### src/design/alr_pkg.sv
package alr_pkg;

	localparam int unsigned ALR_DEPTH = 32;
	localparam int unsigned CNT_W     = 6;
	localparam int unsigned WORD_W    = 32;
	localparam int unsigned TDATA_W   = 48;
	localparam logic [CNT_W-1:0] INIT_CAP = CNT_W'(16);

	typedef enum logic [3:0] {
		OP_READ     = 4'd0,
		OP_WRITE    = 4'd1,
		OP_APPEND   = 4'd2,
		OP_DROP     = 4'd3,
		OP_RESIZE   = 4'd4,
		OP_SUM      = 4'd5,
		OP_INC      = 4'd6,
		OP_CONTAINS = 4'd7,
		OP_COUNT    = 4'd8,
		OP_MIN      = 4'd9
	} op_t;

	typedef enum logic [1:0] {
		ST_OK    = 2'd0,
		ST_RANGE = 2'd1,
		ST_FULL  = 2'd2,
		ST_EMPTY = 2'd3
	} status_t;

	// first member sits in the highest bits
	typedef struct packed {
		logic [CNT_W-1:0]         new_capacity;
		logic signed [WORD_W-1:0] value;
		logic [4:0]               index;
		logic [3:0]               op;
	} item_t;

	typedef struct packed {
		status_t                  status;
		logic [CNT_W-1:0]         length;
		logic                     found;
		logic signed [WORD_W-1:0] result_value;
	} result_t;

	localparam int unsigned ITEM_W = $bits(item_t);
	localparam int unsigned RES_W  = $bits(result_t);

	typedef struct packed {
		logic load;
		logic exec;
		logic walk;
		logic finish;
	} ctrl_cmd_t;

	typedef struct packed {
		logic walk_go;
		logic walk_last;
	} dp_stat_t;

endpackage

### src/design/alr_ctrl.sv
module alr_ctrl (
	input  logic                  clk,
	input  logic                  arst_n,
	input  logic                  s_tvalid,
	output logic                  s_tready,
	output logic                  m_tvalid,
	input  logic                  m_tready,
	input  alr_pkg::dp_stat_t     stat,
	output alr_pkg::ctrl_cmd_t    cmd
);
	import alr_pkg::*;

	typedef enum logic [4:0] {
		S_IDLE  = 5'b00001,
		S_EXEC  = 5'b00010,
		S_WALK  = 5'b00100,
		S_DRAIN = 5'b01000,
		S_DONE  = 5'b10000
	} state_t;

	state_t state_q, state_d;
	logic   m_tvalid_q;
	logic   out_free;

	assign out_free = !m_tvalid_q || m_tready;
	assign s_tready = (state_q == S_IDLE);
	assign m_tvalid = m_tvalid_q;

	always_comb begin
		cmd     = '0;
		state_d = state_q;
		unique case (state_q)
			S_IDLE: begin
				if (s_tvalid) begin
					cmd.load = 1'b1;
					state_d  = S_EXEC;
				end
			end
			S_EXEC: begin
				cmd.exec = 1'b1;
				state_d  = stat.walk_go ? S_WALK : S_DONE;
			end
			S_WALK: begin
				cmd.walk = 1'b1;
				if (stat.walk_last) begin
					state_d = S_DRAIN;
				end
			end
			S_DRAIN: begin
				state_d = S_DONE;
			end
			S_DONE: begin
				if (out_free) begin
					cmd.finish = 1'b1;
					state_d    = S_IDLE;
				end
			end
			default: begin
				state_d = S_IDLE;
			end
		endcase
	end

	always_ff @(posedge clk or negedge arst_n) begin
		if (!arst_n) begin
			state_q    <= S_IDLE;
			m_tvalid_q <= 1'b0;
		end else begin
			state_q <= state_d;
			if (cmd.finish) begin
				m_tvalid_q <= 1'b1;
			end else if (m_tready) begin
				m_tvalid_q <= 1'b0;
			end
		end
	end

endmodule

### src/design/alr_dpath.sv
module alr_dpath #(
	parameter int unsigned DEPTH = alr_pkg::ALR_DEPTH
) (
	input  logic                  clk,
	input  logic                  arst_n,
	input  alr_pkg::ctrl_cmd_t    cmd,
	output alr_pkg::dp_stat_t     stat,
	input  alr_pkg::item_t        item,
	output alr_pkg::result_t      res
);
	import alr_pkg::*;

	localparam int unsigned AW = $clog2(DEPTH);
	localparam logic [CNT_W-1:0] DEPTH_SAT =
		(DEPTH >= (2 ** CNT_W)) ? {CNT_W{1'b1}} : CNT_W'(DEPTH);

	logic [WORD_W-1:0] mem [DEPTH];

	item_t             item_q;
	logic [CNT_W-1:0]  count_q;
	logic [CNT_W-1:0]  cap_q;
	status_t           status_q;
	logic [WORD_W-1:0] acc_q;
	logic              found_q;
	logic [CNT_W-1:0]  walk_idx_q;
	result_t           res_q;

	logic              rd_vld_s1;
	logic              rd_first_s1;
	logic [AW-1:0]     rd_addr_s1;
	logic [WORD_W-1:0] rdata_s1;

	logic              idx_ok;
	logic              full;
	logic              empty;
	logic              is_walk;
	logic [CNT_W-1:0]  ncap_sat;
	logic              rd_en;
	logic [AW-1:0]     rd_addr;
	logic              inc_wb;
	logic              wr_en;
	logic [AW-1:0]     wr_addr;
	logic [WORD_W-1:0] wr_data;
	logic [WORD_W-1:0] result_val;

	assign idx_ok   = {1'b0, item_q.index} < count_q;
	assign full     = count_q >= cap_q;
	assign empty    = (count_q == '0);
	assign ncap_sat = (item_q.new_capacity > DEPTH_SAT) ? DEPTH_SAT : item_q.new_capacity;
	assign is_walk  = (item_q.op == OP_SUM) || (item_q.op == OP_INC) ||
		(item_q.op == OP_CONTAINS) || (item_q.op == OP_COUNT) || (item_q.op == OP_MIN);

	assign stat.walk_go   = is_walk && !empty;
	assign stat.walk_last = (walk_idx_q == count_q - CNT_W'(1));

	// one read port: single reads and the entry walk
	assign rd_en   = (cmd.exec && item_q.op == OP_READ) || cmd.walk;
	assign rd_addr = cmd.walk ? AW'(walk_idx_q) : AW'(item_q.index);

	// increment-all writes each entry back in the cycle after its read
	assign inc_wb  = rd_vld_s1 && (item_q.op == OP_INC);
	assign wr_en   = (cmd.exec && item_q.op == OP_WRITE && idx_ok) ||
		(cmd.exec && item_q.op == OP_APPEND && !full) || inc_wb;
	assign wr_addr = inc_wb ? rd_addr_s1 :
		((item_q.op == OP_APPEND) ? AW'(count_q) : AW'(item_q.index));
	assign wr_data = inc_wb ? (rdata_s1 + WORD_W'(1)) : item_q.value;

	always_ff @(posedge clk) begin
		if (wr_en) begin
			mem[wr_addr] <= wr_data;
		end
		if (rd_en) begin
			rdata_s1 <= mem[rd_addr];
		end
	end

	always_comb begin
		unique case (item_q.op)
			OP_READ:   result_val = (status_q == ST_OK) ? rdata_s1 : '0;
			OP_WRITE,
			OP_APPEND,
			OP_SUM,
			OP_COUNT,
			OP_MIN:    result_val = acc_q;
			default:   result_val = '0;
		endcase
	end

	always_ff @(posedge clk or negedge arst_n) begin
		if (!arst_n) begin
			count_q   <= '0;
			cap_q     <= INIT_CAP;
			rd_vld_s1 <= 1'b0;
		end else begin
			rd_vld_s1 <= cmd.walk;
			if (cmd.exec) begin
				unique case (item_q.op)
					OP_APPEND: begin
						if (!full) begin
							count_q <= count_q + CNT_W'(1);
						end
					end
					OP_DROP: begin
						if (!empty) begin
							count_q <= count_q - CNT_W'(1);
						end
					end
					OP_RESIZE: begin
						cap_q <= ncap_sat;
						if (count_q > ncap_sat) begin
							count_q <= ncap_sat;
						end
					end
					default: begin
					end
				endcase
			end
		end
	end

	always_ff @(posedge clk) begin
		if (cmd.load) begin
			item_q     <= item;
			status_q   <= ST_OK;
			acc_q      <= '0;
			found_q    <= 1'b0;
			walk_idx_q <= '0;
		end
		if (cmd.exec) begin
			unique case (item_q.op)
				OP_READ: begin
					if (!idx_ok) begin
						status_q <= ST_RANGE;
					end
				end
				OP_WRITE: begin
					if (idx_ok) begin
						acc_q <= item_q.value;
					end else begin
						status_q <= ST_RANGE;
					end
				end
				OP_APPEND: begin
					if (full) begin
						status_q <= ST_FULL;
					end else begin
						acc_q <= item_q.value;
					end
				end
				OP_DROP,
				OP_MIN: begin
					if (empty) begin
						status_q <= ST_EMPTY;
					end
				end
				default: begin
				end
			endcase
		end
		if (cmd.walk) begin
			walk_idx_q  <= walk_idx_q + CNT_W'(1);
			rd_addr_s1  <= rd_addr;
			rd_first_s1 <= (walk_idx_q == '0);
		end
		if (rd_vld_s1) begin
			unique case (item_q.op)
				OP_SUM: begin
					acc_q <= acc_q + rdata_s1;
				end
				OP_CONTAINS: begin
					if (rdata_s1 == item_q.value) begin
						found_q <= 1'b1;
					end
				end
				OP_COUNT: begin
					if (rdata_s1 == item_q.value) begin
						acc_q <= acc_q + WORD_W'(1);
					end
				end
				OP_MIN: begin
					if (rd_first_s1 || ($signed(rdata_s1) < $signed(acc_q))) begin
						acc_q <= rdata_s1;
					end
				end
				default: begin
				end
			endcase
		end
		if (cmd.finish) begin
			res_q.result_value <= result_val;
			res_q.found        <= found_q;
			res_q.length       <= count_q;
			res_q.status       <= status_q;
		end
	end

	assign res = res_q;

endmodule

### src/design/array_list_with_reductions.sv
// Bounded list of signed 32-bit words with a length and a capacity (16 after reset,
// resize saturates at DEPTH). Each input beat carries one operation and gives exactly
// one result beat with the length after the operation and a status. Read, write,
// append, drop last, resize and unused codes go from accept through execute to
// finish; sum, increment all, contains, count and minimum also walk the stored
// entries through the single read port of the entry memory, one entry a cycle, and
// drain the last read before finish, unless the list is empty. A finished item
// waits in its finish state until the output register is free. A new item is taken
// while the previous result still waits in the output register. The entry memory is
// not cleared at reset; only entries below the length ever reach a result.
module array_list_with_reductions #(
	parameter int unsigned DEPTH = alr_pkg::ALR_DEPTH
) (
	input  logic                         clk,
	input  logic                         arst_n,
	input  logic                         s_tvalid,
	output logic                         s_tready,
	// op[3:0], index[8:4], value[40:9], new_capacity[46:41], zero pad
	input  logic [alr_pkg::TDATA_W-1:0]  s_tdata,
	output logic                         m_tvalid,
	input  logic                         m_tready,
	// result_value[31:0], found[32], length[38:33], status[40:39], zero pad
	output logic [alr_pkg::TDATA_W-1:0]  m_tdata
);
	import alr_pkg::*;

	ctrl_cmd_t cmd;
	dp_stat_t  stat;
	item_t     item;
	result_t   res_data;

	assign item    = s_tdata[ITEM_W-1:0];
	assign m_tdata = {{(TDATA_W-RES_W){1'b0}}, res_data};

	alr_ctrl u_ctrl (
		.clk      (clk),
		.arst_n   (arst_n),
		.s_tvalid (s_tvalid),
		.s_tready (s_tready),
		.m_tvalid (m_tvalid),
		.m_tready (m_tready),
		.stat     (stat),
		.cmd      (cmd)
	);

	alr_dpath #(
		.DEPTH (DEPTH)
	) u_dpath (
		.clk    (clk),
		.arst_n (arst_n),
		.cmd    (cmd),
		.stat   (stat),
		.item   (item),
		.res    (res_data)
	);

	a_cmd_onehot: assert property (@(posedge clk) disable iff (!arst_n)
		$onehot0(cmd))
		else $error("more than one datapath command at once");

	a_load_exec: assert property (@(posedge clk) disable iff (!arst_n)
		cmd.load |=> cmd.exec)
		else $error("accepted item not executed next cycle");

	a_valid_rise: assert property (@(posedge clk) disable iff (!arst_n)
		$rose(m_tvalid) |-> $past(cmd.finish))
		else $error("result beat without a finished item");

	a_len_bound: assert property (@(posedge clk) disable iff (!arst_n)
		m_tvalid |-> (int'(res_data.length) <= int'(DEPTH)))
		else $error("reported length above depth");

endmodule

### config.mk
export PLATFORM = sky130hd
export DESIGN_NAME = array_list_with_reductions
export DESIGN_NICKNAME = d
export VERILOG_FILES = /design/src/design/alr_pkg.sv /design/src/design/alr_ctrl.sv /design/src/design/alr_dpath.sv /design/src/design/array_list_with_reductions.sv
export SDC_FILE = /design/constraint.sdc
export NUM_CORES = 2
export LEC_CHECK = 0
export BUFFER_PORTS_ARGS = -buffer_cell sky130_fd_sc_hd__buf_2
export CORE_ASPECT_RATIO = 1.4
export CORE_MARGIN = 4
export CORE_UTILIZATION = 40
export CTS_BUF_LIST = sky130_fd_sc_hd__clkbuf_4 sky130_fd_sc_hd__clkbuf_8
export CTS_CLUSTER_DIAMETER = 100
export DETAILED_ROUTE_END_ITERATION = 16
export PLACE_DENSITY = 0.53
export SETUP_SLACK_MARGIN = 0.4
export SLEW_MARGIN = 20
export SYNTH_ARGS = -nofsm -noshare
export SYNTH_HDL_FRONTEND = slang
export SYNTH_SLANG_ARGS = --single-unit
export TNS_END_PERCENT = 5
### constraint.sdc
create_clock -name clk -period 6.83 [get_ports clk]
set_clock_uncertainty 0.15 [all_clocks]
set_input_delay 1.0245 -clock clk [delete_from_list [all_inputs] [get_ports clk]]
set_output_delay 1.0245 -clock clk [all_outputs]
set_load 0.02 [all_outputs]
Word-level counts from Yosys, hierarchy flattened:

Memories as Yosys holds them, arrays and structs flattened. A register that Yosys moved wholly into a read port is not among the register bits.
Index checks and enable logic that the tools add are counted.

* equality and inequality tests: 22
* $add $sub $neg: 6
* reductions and logical operators: 32
* muxes and demuxes: 47
* $lt $le $gt $ge: 5

Operator list (number)
* $mux W32: 9
* $pmux W32 S2: 2
* $pmux W32 S3: 1
* $add A32 B1 Y32 const B: 2
* $mux W6: 6
* $mux W5: 7
* $add A32 B32 Y32: 1
* $eq A32 B32 Y1: 1
* $lt A32 B32 Y1: 1
* $pmux W5 S5: 1
* $pmux W6 S3: 1
* $eq A4 B3 Y1 const B: 4
* $mux W1: 14
* $add A6 B1 Y6 const B: 2
* $logic_not A6 Y1: 2
* $mux W2: 5
* $logic_or A1 B1 Y1: 9
* $eq A4 B2 Y1 const B: 2
* $eq A4 B4 Y1 const B: 2
* $ne A2 B2 Y1 const B: 4
* $logic_and A1 B1 Y1: 7
* $eq A6 B6 Y1: 1
* $ge A6 B6 Y1: 1
* $gt A6 B6 Y1: 1
* other kinds (21): 26

* memories kept: 1
* RAM bits: 1024
* register bits after elaboration: 154
* input bits: 52

Memory list
* u_dpath.mem: words 32, width 32, rd ports 1, clocked after Yosys merged registers in 1, wr ports 1, line alr_dpath.sv:17 `logic [WORD_W-1:0] mem [DEPTH];`

Logic depth before layout (Yosys ltp):

* depth in word-level cells: 9
* gate-level depth with buffers: 14

Modules after synthesis:

From an unflattened synthesis, not the netlist that was laid out.

* cell total of the unflattened synthesis: 4427
* area total of the unflattened synthesis: 53623.9 µm²

Modules (own cells, without submodules)
* alr_dpath: area an instance 53207.3 µm², sequential area each 35740.5 µm², cells an instance 4380, instances 1
* alr_ctrl: area an instance 360.3 µm², sequential area each 151.4 µm², cells an instance 39, instances 1
* array_list_with_reductions: area an instance 56.3 µm², sequential area each 0.0 µm², cells an instance 8, instances 1

Least setup slack after synthesis:

No wires, ideal clock.

* kind: reg2reg
* start point: register u_dpath.count_q[2]
* end point: memory u_dpath.mem[0][0], enable pin
* data arrival time: 3.785 ns
* clock period less this slack: 4.356 ns
* setup slack: 2.474 ns
* cell stages (with the launch flop): 14
* path buffers: 3
* required time: 6.259 ns
* cells stage by stage: dfrtp_1 -> clkbuf_1 -> inv_1 -> ha_1 -> a21o_1 -> a31oi_1 -> o21ai_0 -> o22ai_1 -> buf_2 -> buf_4 -> nor2_1 -> nor2b_1 -> nand2_1 -> nor2_1

* longest elaborated chain between the ends: 7

RTL lines
* start, declared: line alr_dpath.sv:20 `logic [CNT_W-1:0] count_q;`
* start signal, assigned: line alr_dpath.sv:100 `count_q <= count_q + CNT_W'(1);`
* start signal, assigned: line alr_dpath.sv:105 `count_q <= count_q - CNT_W'(1);`
* start signal, assigned: line alr_dpath.sv:111 `count_q <= ncap_sat;`
* $ge A6 B6 Y1: line alr_dpath.sv:47 `assign full = count_q >= cap_q;`
* $logic_not A1 Y1: line alr_dpath.sv:63 `(cmd.exec && item_q.op == OP_APPEND && !full) || inc_wb;`
* $logic_and A1 B1 Y1: line alr_dpath.sv:63
* $logic_or A1 B1 Y1: line alr_dpath.sv:62 `assign wr_en = (cmd.exec && item_q.op == OP_WRITE && idx_ok) ||`
* $logic_or A1 B1 Y1: line alr_dpath.sv:63
* $mux W1: line alr_dpath.sv:69 `if (wr_en) begin`
* $mux W1 (implied by the code): line alr_dpath.sv:70 `mem[wr_addr] <= wr_data;`
* end, declared: line alr_dpath.sv:17

Parallel ways exist; a longest one is shown, timed or not.

Worst setup path after layout:

* start point: register u_dpath.rdata_s1[13], read port of u_dpath.mem
* end point: register u_dpath.acc_q[11]

* longest elaborated chain between the ends: 5

RTL lines
* start, declared: line alr_dpath.sv:31 `logic [WORD_W-1:0] rdata_s1;`
* $lt A32 B32 Y1: line alr_dpath.sv:181 `if (rd_first_s1 || ($signed(rdata_s1) < $signed(acc_q))) begin`
* $logic_or A1 B1 Y1: line alr_dpath.sv:181
* $mux W32: line alr_dpath.sv:181
* $pmux W32 S3 *: line alr_dpath.sv:166 `unique case (item_q.op)`
* $mux W32 *: line alr_dpath.sv:165 `if (rd_vld_s1) begin`
* end signal, assigned: line alr_dpath.sv:168 `acc_q <= acc_q + rdata_s1;`
* end signal, assigned: line alr_dpath.sv:177 `acc_q <= acc_q + WORD_W'(1);`
* end signal, assigned: line alr_dpath.sv:182 `acc_q <= rdata_s1;`
* end, declared: line alr_dpath.sv:23 `logic [WORD_W-1:0] acc_q;`

Mark *: on every way between the ends. The rest lies on a longest branch, timed or not.
A chain may end at the register's enable or synchronous reset.

==> flow_summary_export.csv <==
group,metric,value,unit
yosys,post_synth.cell_area_avg,11.8,sq um
power_and_ir_drop,comb_power_share,21.1,%
setup_path,crit_path_end_kind,"flop",
floorplan,design.portCount,102,
clocking,tritoncts_num_sinks,1210,
run_status,run_status,"finished clean",
placement,dp.cells,6173,
yosys,yosys_warnings,0,
timing,setup_viol,0,
grt,use_met3,3.32,%
drt,drt-pass1-iter-count,5,
floorplan,die-area,139000,sq um
floorplan,dieHeight,440,um
power_and_ir_drop,sw_frac_of_total,31.4,%
drt,drt-vias-per-instance,5.62,
power_and_ir_drop,flop_pwr_share,47.0,%
clocking,maximum_number_of_buffers_from_clock_root_to_sink,3,
yosys,async_reset_ff_share,1.57,%
setup_path,critical-path-slowest-cell,"sky130_fd_sc_hd__nor3_4",
setup_path,timing_worst_setup_path_type,"flop to flop",
drt,drt-wirelength-per-cell,24.9,um
floorplan,starting_density_of_the_core,40.2,%
clocking,cts_buffers,182,
timing,hold_viol_final,0,
worst_hold_path,class_of_the_most_critical_hold_timing_path,"input port to flop",
yosys,yosys_register_bits,1210,
timing,worst_slew_margin_rel,22.4,%
timing,final.hold.worst_slack,0.163,ns
drt,routed_wirelength,162000,um
floorplan,die_width,316,um
drt,via_count,36540,
timing,clock.fmax,202,MHz
yosys,synthesis.instances,4503,
grt,grt_pass1_wl,237000,um
clocking,clock_latency,0.88,ns
grt,grt_use_total,22.9,%
placement,gp_congestion,0.936,
clocking,cts-resized-gates,0,
grt,via_count_of_the_first_global_routing_pass,35562,
setup_path,start_kind,"flop",
power_and_ir_drop,net-switching-power,5.97,mW
timing,fin_crit,4.96,ns
yosys,synth_area,53300,sq um
clocking,worst_setup_hold_path_clk_slew,0.07,ns
setup_path,worst_path_most_repeated_cell,"sky130_fd_sc_hd__o21ai_0",
drt,drt_iter0_drc,3357,
grt,antenna_found_initial,5,
setup_path,cp.required,7.47,ns
power_and_ir_drop,p_clk_share,31.9,%
power_and_ir_drop,leakage,20.7,nW
drt,ant_nets,0,
floorplan,core_area,132000,sq um
power_and_ir_drop,cell_internal_pwr,13.0,mW
clocking,clock_tree.htree_level_count,4,
power_and_ir_drop,fin_total_pwr,19.0,mW
timing,timing.setup.tns,0,ns
yosys,synth_enable_flop_cells,1156,
finish,fin_nets,4737,
timing,tightestPinTransition,1.16,ns
setup_path,path_max_fanout,18,
drt,remaining_drcs,0,
yosys,yosysUniqueCellTypes,78,
job,maxCapViolCount,0,
yosys,flip_flop_cell_with_the_highest_count_after_synthesis,"sky130_fd_sc_hd__edfxtp_1",
clocking,tritoncts,"done",
grt,grt_overflow_total,0,
timing,rsz0062_at_grt,"no",
grt,busiest_layer,"met2",
power_and_ir_drop,power.ir.vdd_worst,0.207,mV
placement,post-dp-hpwl,95400,um
clocking,cts_root_buffer,"sky130_fd_sc_hd__clkbuf_8",
setup_path,max_stage_delay,0.91,ns
finish,syn2layout_area_growth,12.5,%
grt,met1_usage,29.0,%
setup_path,worst_path_arrival_time,5.60,ns
grt,largest_net_degree_at_the_start_of_global_routing,138,
placement,place.port_buffers,93,
grt,global_route.usage.met2,39.5,%
floorplan,num_rows,158,
setup_path,cp.buffers_inverters,0,
setup_path,crit_family,"simple AND/OR/NAND/NOR gates",
timing,timing.final.max_slew_violations,0,
yosys,portion_of_the_post_synthesis_area_used_by_sequential_elements,67.4,%
timing,finalCritPeriodShare,72.6,%
setup_path,crit_path_cell_trace,"ha_1, a21oi_1, o21ai_0, a211oi_1, a31oi_1, nor3_1, mux2_2, nor3_4, a22oi_1, o21ai_0",
power_and_ir_drop,power_per_cell_area,317,nW/um^2
finish,finalNonFillerCells,6502,
finish,layout-drive-gt1-share,12.4,%
-- Yosys cell counts, types with 13 or more instances --
| cell type | instances | share of area [%] |
|---|---|---|
| sky130_fd_sc_hd__dfxtp_1 | 35 | 1.3 |
| sky130_fd_sc_hd__nand4_1 | 16 | 0.19 |
| sky130_fd_sc_hd__edfxtp_1 | 1156 | 65 |
| sky130_fd_sc_hd__buf_2 | 74 | 0.70 |
| sky130_fd_sc_hd__a211oi_1 | 15 | 0.21 |
| sky130_fd_sc_hd__a21oi_1 | 130 | 1.2 |
| sky130_fd_sc_hd__nand2b_1 | 13 | 0.15 |
| sky130_fd_sc_hd__buf_1 | 15 | 0.11 |
| sky130_fd_sc_hd__mux2i_1 | 15 | 0.28 |
| sky130_fd_sc_hd__ha_1 | 86 | 2.0 |
| sky130_fd_sc_hd__a311oi_1 | 160 | 2.6 |
| sky130_fd_sc_hd__o22ai_1 | 27 | 0.32 |
| sky130_fd_sc_hd__a21o_1 | 47 | 0.66 |
| sky130_fd_sc_hd__nor2b_1 | 20 | 0.23 |
| sky130_fd_sc_hd__nand3_1 | 551 | 5.2 |
| sky130_fd_sc_hd__clkbuf_1 | 197 | 1.4 |
| sky130_fd_sc_hd__a31oi_1 | 40 | 0.47 |
| sky130_fd_sc_hd__nor3_1 | 54 | 0.51 |
| sky130_fd_sc_hd__inv_1 | 84 | 0.59 |
| sky130_fd_sc_hd__o21ai_0 | 50 | 0.47 |
| sky130_fd_sc_hd__a22o_1 | 32 | 0.53 |
| sky130_fd_sc_hd__nor2_1 | 167 | 1.2 |
| sky130_fd_sc_hd__and3_1 | 79 | 0.93 |
| sky130_fd_sc_hd__nand2_1 | 1121 | 7.9 |
| sky130_fd_sc_hd__dfrtp_1 | 17 | 0.80 |
| sky130_fd_sc_hd__nor4_1 | 15 | 0.18 |
| sky130_fd_sc_hd__xnor2_1 | 74 | 1.2 |
| sky130_fd_sc_hd__xor2_1 | 56 | 0.92 |
| sky130_fd_sc_hd__a22oi_1 | 18 | 0.25 |
-- cells in the final DEF, fill, tap and decap left out, drive strengths merged, types with 6 or more instances in the layout --
cell	count
edfxtp	1156
nand2	1121
nand3	551
clkbuf	253
buf	200
nor2	167
a311oi	161
a21oi	130
inv	88
ha	86
and3	79
xnor2	74
clkinv	59
xor2	56
nor3	55
o21ai	52
a21o	47
a31oi	40
dfxtp	35
a22o	32
o22ai	27
nor2b	20
a22oi	18
dfrtp	17
nand4	17
a211oi	16
nor4	16
mux2i	16
nand2b	13
o31ai	13
or3	10
o21bai	9
bufinv	8
o221ai	7
conb	7
a221oi	7
mux2	6
-- area by class of cell --
type | instances | area [sq um]
inverter | 86 | 340
clock buffer | 253 | 3090
tap | 1760 | 2200
timing repair buffer | 201 | 1440
fill | 12219 | 72500
clock inverter | 73 | 544
sequential | 1210 | 35900
antenna | 2 | 5.00
multi-input combinational | 2917 | 16400
-- per-layer routing --
layer  vias to the layer above  share of wire (%)
li1                      16693                  -
met1                     18269                 41
met2                      1264                 50
met3                       314                5.5
met4                         0                4.0
met5                         -                  0
-- kinds of logic after synthesis --
group,after synthesis,share of synthesized area (%)
compound gates,599,8.08
xor+xnor,130,2.14
fa+ha+maj,87,2.06
buf+inv,382,2.94
flops,1210,67.4
mux,22,0.435
other cells,1,0.00704
simple gates,2072,17.0
-- registers in the layout (all words and copies together), names as in the netlist --
name                 cells
u_dpath.mem           1024
u_dpath.count_q          6
u_dpath.acc_q           32
u_ctrl.state_q           5
u_dpath.rd_first_s1      1
u_dpath.rdata_s1        32
u_dpath.walk_idx_q       6
u_dpath.item_q          47
u_dpath.found_q          1
u_dpath.rd_addr_s1       5
u_dpath.status_q         2
u_dpath.cap_q            6
u_dpath.rd_vld_s1        1
u_dpath.res             41
u_ctrl.m_tvalid          1
-- power by group through the flow --
stage,clock [mW],sequential [mW],combinational (mW)
finish,6.06,8.93,4.01
global route,6.51,8.94,4.38
CTS,6.19,8.92,4.01
detailed placement,0,9.07,4.00
global placement,0,9.08,3.97
floorplan,0,8.95,2.56
-- final timing paths --
kind                                 startpoint                 end  slack (ns)  depth (start not counted)
min in group asynchronous                arst_n  u_dpath.count_q[4]        0.50                          2
hold reg to reg                 u_dpath.found_q     u_dpath.res[32]        0.31                          0
setup / recovery           u_dpath.rdata_s1[13]   u_dpath.acc_q[11]        1.87                         10
setup reg to reg           u_dpath.rdata_s1[13]   u_dpath.acc_q[11]        1.87                         10
hold / removal                      s_tdata[11]  u_dpath.item_q[11]        0.16                          1
max in group asynchronous                arst_n   u_ctrl.state_q[0]        5.66                          2
-- worst register-to-register path, delay by kind of cell (launching register included) --
family	cells	cell delay, ns
adders and majority gates	1	0.50
AOI/OAI and AO/OA	6	1.55
and+or+nand+nor	2	1.55
muxes	1	0.56
DFF	1	0.57
-- stage by stage --
step	util (%)	cell area (sq um)	setup slack, ns
finish	45.2	59900	1.87
global route	45.2	59900	1.72
CTS	45.2	59900	1.96
detailed placement	42.5	56300	1.96
global placement	42.4	56200	1.88
floorplan	-	53300	2.47
-- what timing repair did --
item	in CTS	in global routing
hold buffers	1	0
hold endpoints to repair	17	0
setup buffers	0	0
setup endpoints to repair	0	0
No activity file was read; power rests on OpenSTA's default activity.
